File: src/rtl/sccb_pkg.sv
package sccb_pkg;

    localparam int STEP_W  = 7;
    localparam int TICK_W  = 20;
    localparam int PHASE_W = 16;
    localparam int FRAME_W = 32;
    localparam int CFG_W   = 20;
    localparam int CFG_IDX_W = 2;

    // step map
    localparam logic [STEP_W-1:0] STEP_START_LOW = 7'd2;
    localparam logic [STEP_W-1:0] STEP_DATA_FIRST = 7'd3;
    localparam logic [STEP_W-1:0] STEP_DATA_LAST  = 7'd110;
    localparam logic [STEP_W-1:0] STEP_STOP_FIRST = 7'd111;
    localparam logic [STEP_W-1:0] STEP_STOP_SCL   = 7'd112;
    localparam logic [STEP_W-1:0] STEP_STOP_SDA   = 7'd113;
    localparam logic [STEP_W-1:0] STEP_GAP        = 7'd114;

    // bit slot counters inside the data region
    localparam logic [1:0] PHASE_LAST = 2'd2;
    localparam logic [1:0] PHASE_HIGH = 2'd1;
    localparam logic [3:0] SLOT_LAST  = 4'd8;
    localparam logic [3:0] SLOT_ACK   = 4'd8;

    // register indexes
    localparam logic [CFG_IDX_W-1:0] REG_DEVICE_ADDRESS = 2'd0;
    localparam logic [CFG_IDX_W-1:0] REG_PHASE_TICKS    = 2'd1;
    localparam logic [CFG_IDX_W-1:0] REG_GAP_TICKS      = 2'd2;

    localparam logic [7:0]         DEVICE_ADDRESS_RST = 8'h78;
    localparam logic [PHASE_W-1:0] PHASE_TICKS_RST    = 16'd10;
    localparam logic [TICK_W-1:0]  GAP_TICKS_RST      = 20'd2000;

    // request codes
    localparam logic FUNC_TICK    = 1'b0;
    localparam logic FUNC_REQUEST = 1'b1;

    typedef struct packed {
        logic [STEP_W-1:0] step;
        logic [1:0]        phase;
        logic [3:0]        slot;
        logic [1:0]        byte_sel;
    } sccb_pos_t;

endpackage

File: src/rtl/sccb_levels.sv
module sccb_levels
    import sccb_pkg::*;
(
    input  sccb_pos_t            pos,
    input  logic [FRAME_W-1:0]   frame,
    output logic                 scl,
    output logic                 sda
);

    logic [4:0] bit_idx;

    // byte 0 sits in bits 31..24, MSB first
    assign bit_idx = ~{pos.byte_sel, pos.slot[2:0]};

    always_comb
    begin
        if (pos.step < STEP_DATA_FIRST)
        begin
            scl = (pos.step < STEP_START_LOW);
            sda = (pos.step == '0);
        end
        else if (pos.step <= STEP_DATA_LAST)
        begin
            scl = (pos.phase == PHASE_HIGH);
            sda = (pos.slot == SLOT_ACK) ? 1'b0 : frame[bit_idx];
        end
        else if (pos.step < STEP_GAP)
        begin
            scl = (pos.step >= STEP_STOP_SCL);
            sda = (pos.step == STEP_STOP_SDA);
        end
        else
        begin
            scl = 1'b1;
            sda = 1'b1;
        end
    end

endmodule

File: src/rtl/sccb_seq.sv
module sccb_seq
    import sccb_pkg::*;
(
    input  logic                 clk,
    input  logic                 rst_n,
    input  logic                 accept,
    input  logic                 func,
    input  logic [7:0]           addr_high,
    input  logic [7:0]           addr_low,
    input  logic [7:0]           write_data,
    input  logic [7:0]           device_address,
    input  logic [PHASE_W-1:0]   phase_ticks,
    input  logic [TICK_W-1:0]    gap_ticks,
    output sccb_pos_t            pos_next,
    output logic [FRAME_W-1:0]   frame_next,
    output logic                 active_next,
    output logic                 done,
    output logic                 rejected
);

    sccb_pos_t          pos_reg;
    logic [TICK_W-1:0]  tick_reg, tick_next;
    logic [FRAME_W-1:0] frame_reg;
    logic               active_reg;

    logic [TICK_W-1:0]  tick_inc;
    logic [TICK_W-1:0]  limit;
    logic [STEP_W-1:0]  step_inc;

    assign tick_inc = tick_reg + 1'b1;
    assign limit    = (phase_ticks == '0) ? TICK_W'(1) : {{(TICK_W-PHASE_W){1'b0}}, phase_ticks};
    assign step_inc = pos_reg.step + 1'b1;

    always_comb
    begin
        pos_next    = pos_reg;
        tick_next   = tick_reg;
        frame_next  = frame_reg;
        active_next = active_reg;
        done        = 1'b0;
        rejected    = 1'b0;
        if (accept)
        begin
            if (func == FUNC_REQUEST)
            begin
                if (active_reg)
                begin
                    rejected = 1'b1;
                end
                else
                begin
                    frame_next    = {device_address, addr_high, addr_low, write_data};
                    active_next   = 1'b1;
                    pos_next.step = '0;
                    tick_next     = '0;
                end
            end
            else if (active_reg)
            begin
                tick_next = tick_inc;
                if (pos_reg.step < STEP_GAP)
                begin
                    if (tick_inc >= limit)
                    begin
                        tick_next     = '0;
                        pos_next.step = step_inc;
                        if (step_inc == STEP_DATA_FIRST)
                        begin
                            pos_next.phase    = '0;
                            pos_next.slot     = '0;
                            pos_next.byte_sel = '0;
                        end
                        else if (pos_reg.phase != PHASE_LAST)
                        begin
                            pos_next.phase = pos_reg.phase + 1'b1;
                        end
                        else
                        begin
                            pos_next.phase = '0;
                            if (pos_reg.slot != SLOT_LAST)
                            begin
                                pos_next.slot = pos_reg.slot + 1'b1;
                            end
                            else
                            begin
                                pos_next.slot     = '0;
                                pos_next.byte_sel = pos_reg.byte_sel + 1'b1;
                            end
                        end
                        if (step_inc == STEP_GAP && gap_ticks == '0)
                        begin
                            active_next = 1'b0;
                            done        = 1'b1;
                        end
                    end
                end
                else if (tick_inc >= gap_ticks)
                begin
                    active_next = 1'b0;
                    done        = 1'b1;
                end
            end
        end
    end

    always_ff @(posedge clk or negedge rst_n)
    begin
        if (!rst_n)
        begin
            pos_reg    <= '0;
            tick_reg   <= '0;
            frame_reg  <= '0;
            active_reg <= 1'b0;
        end
        else
        begin
            pos_reg    <= pos_next;
            tick_reg   <= tick_next;
            frame_reg  <= frame_next;
            active_reg <= active_next;
        end
    end

endmodule

File: src/rtl/sccb_register_write_master.sv
// SCCB register write master. Each request is either one time tick (func 0)
// or a write request (func 1) carrying a 16-bit register address and a data
// byte; every request returns exactly one result with the SCL/SDA levels, busy,
// done and rejected flags as they stand after that request. A write drives
// start, four bytes MSB first (device address, address high, address low,
// data) each followed by an acknowledge clock holding SDA low, then stop, then an idle gap;
// each pin step holds for phase_ticks ticks (0 acts as 1), the gap for
// gap_ticks. A write request while busy is rejected and changes nothing.
// Rate: one request per clock while the consumer keeps up, results registered;
// the result register decouples the two sides so a new request is taken while
// the last result waits, as long as the consumer takes that result in the same
// cycle. Configuration is a plain write port and takes effect immediately.
module sccb_register_write_master
    import sccb_pkg::*;
(
    input  logic                  clk,
    input  logic                  rst_n,
    // configuration
    input  logic                  cfg_wr_en,
    input  logic [CFG_IDX_W-1:0]  cfg_index,
    input  logic [CFG_W-1:0]      cfg_wr_data,
    // request channel
    input  logic                  in_valid,
    output logic                  in_ready,
    input  logic                  func,
    input  logic [7:0]            addr_high,
    input  logic [7:0]            addr_low,
    input  logic [7:0]            write_data,
    // result channel
    output logic                  out_valid,
    input  logic                  out_ready,
    output logic                  scl_out,
    output logic                  sda_out,
    output logic                  busy_flag,
    output logic                  done_pulse,
    output logic                  rejected_flag
);

    // configuration registers
    logic [7:0]         device_address_reg;
    logic [PHASE_W-1:0] phase_ticks_reg;
    logic [TICK_W-1:0]  gap_ticks_reg;

    // result register
    logic out_valid_reg;
    logic scl_reg, sda_reg, busy_reg, done_reg, rejected_reg;

    logic               accept;
    sccb_pos_t          pos_next;
    logic [FRAME_W-1:0] frame_next;
    logic               active_next;
    logic               done;
    logic               rejected;
    logic               scl_next, sda_next;

    assign in_ready = !out_valid_reg || out_ready;
    assign accept   = in_valid && in_ready;

    always_ff @(posedge clk or negedge rst_n)
    begin
        if (!rst_n)
        begin
            device_address_reg <= DEVICE_ADDRESS_RST;
            phase_ticks_reg    <= PHASE_TICKS_RST;
            gap_ticks_reg      <= GAP_TICKS_RST;
        end
        else if (cfg_wr_en)
        begin
            case (cfg_index)
                REG_DEVICE_ADDRESS: device_address_reg <= cfg_wr_data[7:0];
                REG_PHASE_TICKS:    phase_ticks_reg    <= cfg_wr_data[PHASE_W-1:0];
                REG_GAP_TICKS:      gap_ticks_reg      <= cfg_wr_data[TICK_W-1:0];
                default:            ;  // unmapped index, dropped
            endcase
        end
    end

    // sequencer: tick counter, step position, latched frame
    sccb_seq u_seq (
        .clk            (clk),
        .rst_n          (rst_n),
        .accept         (accept),
        .func           (func),
        .addr_high      (addr_high),
        .addr_low       (addr_low),
        .write_data     (write_data),
        .device_address (device_address_reg),
        .phase_ticks    (phase_ticks_reg),
        .gap_ticks      (gap_ticks_reg),
        .pos_next       (pos_next),
        .frame_next     (frame_next),
        .active_next    (active_next),
        .done           (done),
        .rejected       (rejected)
    );

    // pin levels follow directly from the step position and the latched frame
    sccb_levels u_levels (
        .pos   (pos_next),
        .frame (frame_next),
        .scl   (scl_next),
        .sda   (sda_next)
    );

    always_ff @(posedge clk or negedge rst_n)
    begin
        if (!rst_n)
        begin
            out_valid_reg <= 1'b0;
        end
        else if (accept)
        begin
            out_valid_reg <= 1'b1;
        end
        else if (out_ready)
        begin
            out_valid_reg <= 1'b0;
        end
    end

    always_ff @(posedge clk)
    begin
        if (accept)
        begin
            scl_reg      <= scl_next;
            sda_reg      <= sda_next;
            busy_reg     <= active_next;
            done_reg     <= done;
            rejected_reg <= rejected;
        end
    end

    assign out_valid     = out_valid_reg;
    assign scl_out       = scl_reg;
    assign sda_out       = sda_reg;
    assign busy_flag     = busy_reg;
    assign done_pulse    = done_reg;
    assign rejected_flag = rejected_reg;

endmodule

File: config.mk
export PLATFORM = sky130hd
export DESIGN_NAME = sccb_register_write_master
export DESIGN_NICKNAME = d
export VERILOG_FILES = /design/src/rtl/sccb_pkg.sv /design/src/rtl/sccb_levels.sv /design/src/rtl/sccb_seq.sv /design/src/rtl/sccb_register_write_master.sv
export SDC_FILE = /design/constraint.sdc
export NUM_CORES = 1
export LEC_CHECK = 0
export ABC_CLOCK_PERIOD_IN_PS = 5000
export BUFFER_PORTS_ARGS = -buffer_cell sky130_fd_sc_hd__clkbuf_2
export CORE_UTILIZATION = 45
export DETAILED_ROUTE_END_ITERATION = 7
export PLACE_DENSITY = 0.65
export SYNTH_ARGS = -nofsm -noshare
export SYNTH_HDL_FRONTEND = slang
export SYNTH_HIERARCHICAL = 1
export SYNTH_SLANG_ARGS = --single-unit
File: constraint.sdc
create_clock -name clk -period 5 [get_ports clk]
set_input_delay 0.25 -clock clk [delete_from_list [all_inputs] [get_ports clk]]
set_output_delay 0.25 -clock clk [all_outputs]
set_load 0.03 [all_outputs]
# After elaboration in Yosys (flattened, before gate mapping)
# Index checks and enable logic that the tools add are counted.
# op_classes
n_reduce_logical	15
add_sub_neg	5
bitwise	2
n_mux	44
magnitude_cmp	9
eq_ne	10
# op_table
operator	n
$mux W20	5
$mux W32	3
$mux W15	4
$ge A20 B20 Y1	2
$mux W1	22
$add A20 B1 Y20 const B	1
$logic_not A20 Y1	1
$logic_not A16 Y1	1
$mux W16	1
$mux W8	2
$eq A7 B7 Y1 const B	2
$lt A7 B2 Y1 const B	2
$lt A7 B7 Y1 const B	2
$mux W7	2
$add A7 B1 Y7 const B	1
$eq A7 B2 Y1 const B	1
$ge A7 B7 Y1 const B	1
$le A7 B7 Y1 const B	1
$logic_not A7 Y1	1
$lt A5 B6 Y1 const B	1
$mux W6	1
$reduce_and A2 Y1	3
$bmux W1 S5	1
$not A5 Y5	1
other kinds (17)	23
# totals
elab_cells	101
regBits	118
output_inout_bits	7

# Depth between registers and ports, before layout
# logic_depth
word_depth	15
ltp_mapped	19

# Hierarchy
# Netlist, hierarchy kept.
# modules_own_cells
module	cells_per_inst	instances	area_per_inst_um2	seq_area_each_um2
sccb_seq	450	1	4401.7	1701.6
sccb_register_write_master	103	1	1878.1	1291.2
sccb_levels	40	1	404.1	0.0

# Worst setup path after synthesis
# OpenSTA, ideal clock, no wires.
# synth_timing
path_type	register to register
startpoint	reg u_seq.tick_reg[0]
endpoint	reg sda_reg, in the netlist sda_out, data pin
synth_period_minus_slack_ns	4.782
arrival_ns	4.527
required_time_ns	4.745
slack_ns	0.218
setup_time_ns	0.255
path_stages_with_launch	19
cell_sequence	dfrtp_1 -> ha_1 -> nand4_1 -> nor3_1 -> and3_1 -> xor2_1 -> ha_1 -> a21o_1 -> a21oi_1 -> nand2_1 -> o211ai_2 -> buf_2 -> o21ai_0 -> o31ai_1 -> clkbuf_1 -> mux4_2 -> mux4_2 -> or2_1 -> a31o_1
# synth_rtl
item	line	source
from (decl)	sccb_seq.sv:22	logic [TICK_W-1:0] tick_reg, tick_next;
from (signal assigned)	sccb_seq.sv:118	tick_reg <= tick_next;
to (signal assigned)	sccb_register_write_master.sv:126	sda_reg <= sda_next;
to (decl)	sccb_register_write_master.sv:46	logic scl_reg, sda_reg, busy_reg, done_reg, rejected_reg;

==> qor.json <==
{
  "yosys": {
    "synth.ff_latch_count": 118,
    "yosys_most_used_dff": "sky130_fd_sc_hd__dfrtp_1",
    "number_of_enable_flip_flop_cells_after_synthesis": 5,
    "post_synth_inst_count": 593,
    "synth.top_cells.by_count": "sky130_fd_sc_hd__dfrtp_1, sky130_fd_sc_hd__mux2_2, sky130_fd_sc_hd__inv_1",
    "seq_area_frac_synth": 0.448,
    "synth.lib_cells_used.distinct": 74,
    "yosysWarningCount": 6,
    "synth_area_leaders": "sky130_fd_sc_hd__dfrtp_1, sky130_fd_sc_hd__mux2_2, sky130_fd_sc_hd__ha_1",
    "synth_nets": 688,
    "syn_area_per_cell_sq_um": 11.3,
    "synth_top_cell_by_area": "sky130_fd_sc_hd__dfrtp_1",
    "ys_async_sr_fraction": 0.958,
    "post_synth_instance_area_sq_um": 6680,
    "synth.most_common_cell": "sky130_fd_sc_hd__dfrtp_1",
    "yosys.area.top_type_share": 0.378
  },
  "finish": {
    "drive_above_1_share": 0.341,
    "area_growth_syn_to_layout_pct": 19.1,
    "antenna_cells": 0,
    "finish.net_count": 771,
    "max_reg_flops": 32,
    "post_layout_nonfiller_instances": 873
  },
  "cts": {
    "numClockSinks": 118,
    "cts-buffers-inserted": 17,
    "clock_tree.root_cell": "sky130_fd_sc_hd__clkbuf_16",
    "maximum_level_of_the_cts_h_tree": 4,
    "tritoncts": "yes",
    "clk_transition_reported_paths_ns": 0.06,
    "clock_tree.buffer_depth": 2,
    "clkLatencyLatePin_ns": 0.41
  },
  "pwr": {
    "power_leakage_nw": 3.81,
    "pwr_density_cell_nw_per_um2": 368,
    "peakVddDrop_mv": 0.231,
    "power.total_mw": 2.93
  },
  "worst_setup_path": {
    "timing.reg2reg.setup_slack_ns": 0.18,
    "timing_worst_setup_path_type": "flop to flop",
    "crit_path_frequent_cell": "sky130_fd_sc_hd__o21ai_0",
    "critical-path-slowest-cell": "sky130_fd_sc_hd__mux4_1",
    "critical_path_arrival_ns": 4.98,
    "worstPathMaxFanout": 8,
    "path_cells": "nand2_1 > or2_2 > nor2_1 > xor2_1 > ha_1 > a21oi_1 > o21ai_0 > a211oi_2 > o32ai_4 > o211ai_4 > o21ai_0 > o21ai_0 > buf_4 > mux4_1 > mux4_2 > or2_1 > a31o_1",
    "critical_path_required_ns": 5.16,
    "startpoint_type": "flop",
    "setup.worst_path.end_class": "flop",
    "max_stage_delay_ns": 0.55
  },
  "drt": {
    "detailed_route_vias_per_instance": 5.78,
    "route.detailed.wl_per_inst_um": 17.8,
    "total_via_count_in_the_routed_design": 5043,
    "route.antenna.remaining_nets": 0,
    "drt-initial-drc-count": 367,
    "detail_route.wirelength_um": 15600,
    "drt_first_pass_iters": 5,
    "drc": 0
  },
  "placement": {
    "place.detailed.instances": 831,
    "io_buffer_count": 58,
    "gp_congestion": 0.984,
    "detailedPlace.worstSlack_ns": 0.0398,
    "place_hpwl_um": 11400
  },
  "timing": {
    "worst_pin_slew_ns": 1.11,
    "final.min_clock_period_ns": 4.82,
    "finClkSkew_ns": 0.00875,
    "post-route-period-util": 0.964,
    "setup_violations": 0,
    "timing.final.max_slew_violations": 0,
    "layout_setup_ws_ns": 0.178,
    "clock.fmax_mhz": 207,
    "hold_viol": 0,
    "slew_headroom": 0.260
  },
  "global_routing": {
    "remaining_global_route_overflow": 0,
    "grt_pass1_vias": 4903,
    "grt_util_all_layers": 0.215,
    "grt_start_max_net_pins": 75,
    "grt_pass1_wl_um": 25000,
    "antenna_found_initial": 0
  },
  "status": {
    "outcome": "complete, no violations"
  },
  "floorplanning": {
    "dieArea_sq_um": 15300,
    "placeableCoreArea_sq_um": 14500,
    "initial_utilization": 0.460,
    "boundaryPins": 59,
    "placement_rows": 44,
    "die_width_um": 124,
    "chipHeight_um": 124
  },
  "worst_hold_path": {
    "hold_class": "input port to flop"
  },
  "flow_run": {
    "max_cap_viol_count": 0
  }
}
==> layout by cell type (no fill, tap or decap), drive strengths merged, types with 16 or more instances in the layout <==
cell / synthesis / routed
nand2: 42 / 42
a21oi: 16 / 16
buf: 7 / 24
clkbuf: 11 / 79
dfrtp: 101 / 101
ha: 43 / 43
nor2: 22 / 22
mux2: 79 / 79
o21ai: 27 / 27
inv: 51 / 52
==> critical path: cells and delay by family, from the launching register on <==
family          cells  cell delay [ns]
mux                 2             1.01
xor+xnor            1             0.28
fa+ha+maj           1             0.30
buf+inv             1             0.20
flops               1             0.41
compound gates      8             1.54
simple gates        4             0.83
==> where the power goes <==
part	internal [mW]	leakage, nW	switching [mW]	total [mW]
Combinational	0.235	2.06	0.328	0.564
Sequential	1.08	1.47	0.0965	1.18
Clock	0.752	0.284	0.431	1.18
==> cell families after synthesis <==
group / share of synthesized area
fa+ha+maj: 0.0805
simple gates: 0.130
flops: 0.448
buf+inv: 0.0436
xor+xnor: 0.0236
mux: 0.165
compound gates: 0.110
==> final timing paths <==
path	cells past startpoint	endpoint	startpoint
worst max-delay path	17	sda_out$_DFFE_PP_	u_seq/tick_reg[2]$_DFFE_PN0P_
worst min-delay path	2	out_valid$_DFFE_PN0P_	in_valid
worst max register to register	17	sda_out$_DFFE_PP_	u_seq/tick_reg[2]$_DFFE_PN0P_
worst min register to register	1	u_seq/frame_reg[0]$_DFF_PN0_	u_seq/frame_reg[0]$_DFF_PN0_
max in group asynchronous	3	phase_ticks_reg[14]$_DFFE_PN0P_	rst_n
min in group asynchronous	2	out_valid$_DFFE_PN0P_	rst_n
==> per-stage QoR <==
| step | utilization | TNS (ns) | hold WS [ns] | area [sq um] |
|---|---|---|---|---|
| global placement | 0.497 | 0 | 0.275 | 7220 |
| floorplan | - | 0 | -0.0456 | 6680 |
| global route | 0.548 | -0.00720 | 0.0549 | 7960 |
| CTS | 0.538 | 0 | 0.0331 | 7820 |
| detailed placement | 0.497 | 0 | 0.280 | 7220 |
| finish | 0.548 | 0 | 0.0541 | 7960 |
==> routing by layer <==
layer / GRT usage / share of wire
met4: 0.0783 / 0.0096
met5: 0 / 0
met2: 0.333 / 0.49
met3: 0.0495 / 0.050
met1: 0.295 / 0.45
==> area by class of cell <==
cell class,instances,area [sq um]
fillers,1267,6580
multi-input cells,406,3480
flip-flops and latches,118,3000
clock buffers,22,495
repair buffers,82,475
well taps,184,230
inverters,51,191
clock inverters,10,93.8
==> timing repair <==
item | in CTS | in global routing
resized for setup | 0 | 15
hold buffers | 1 | 0
endpoints found under the hold margin | 36 | 0
setup endpoints to repair | 0 | 1
setup buffers | 0 | 9
(Power assumes the default switching activity.)
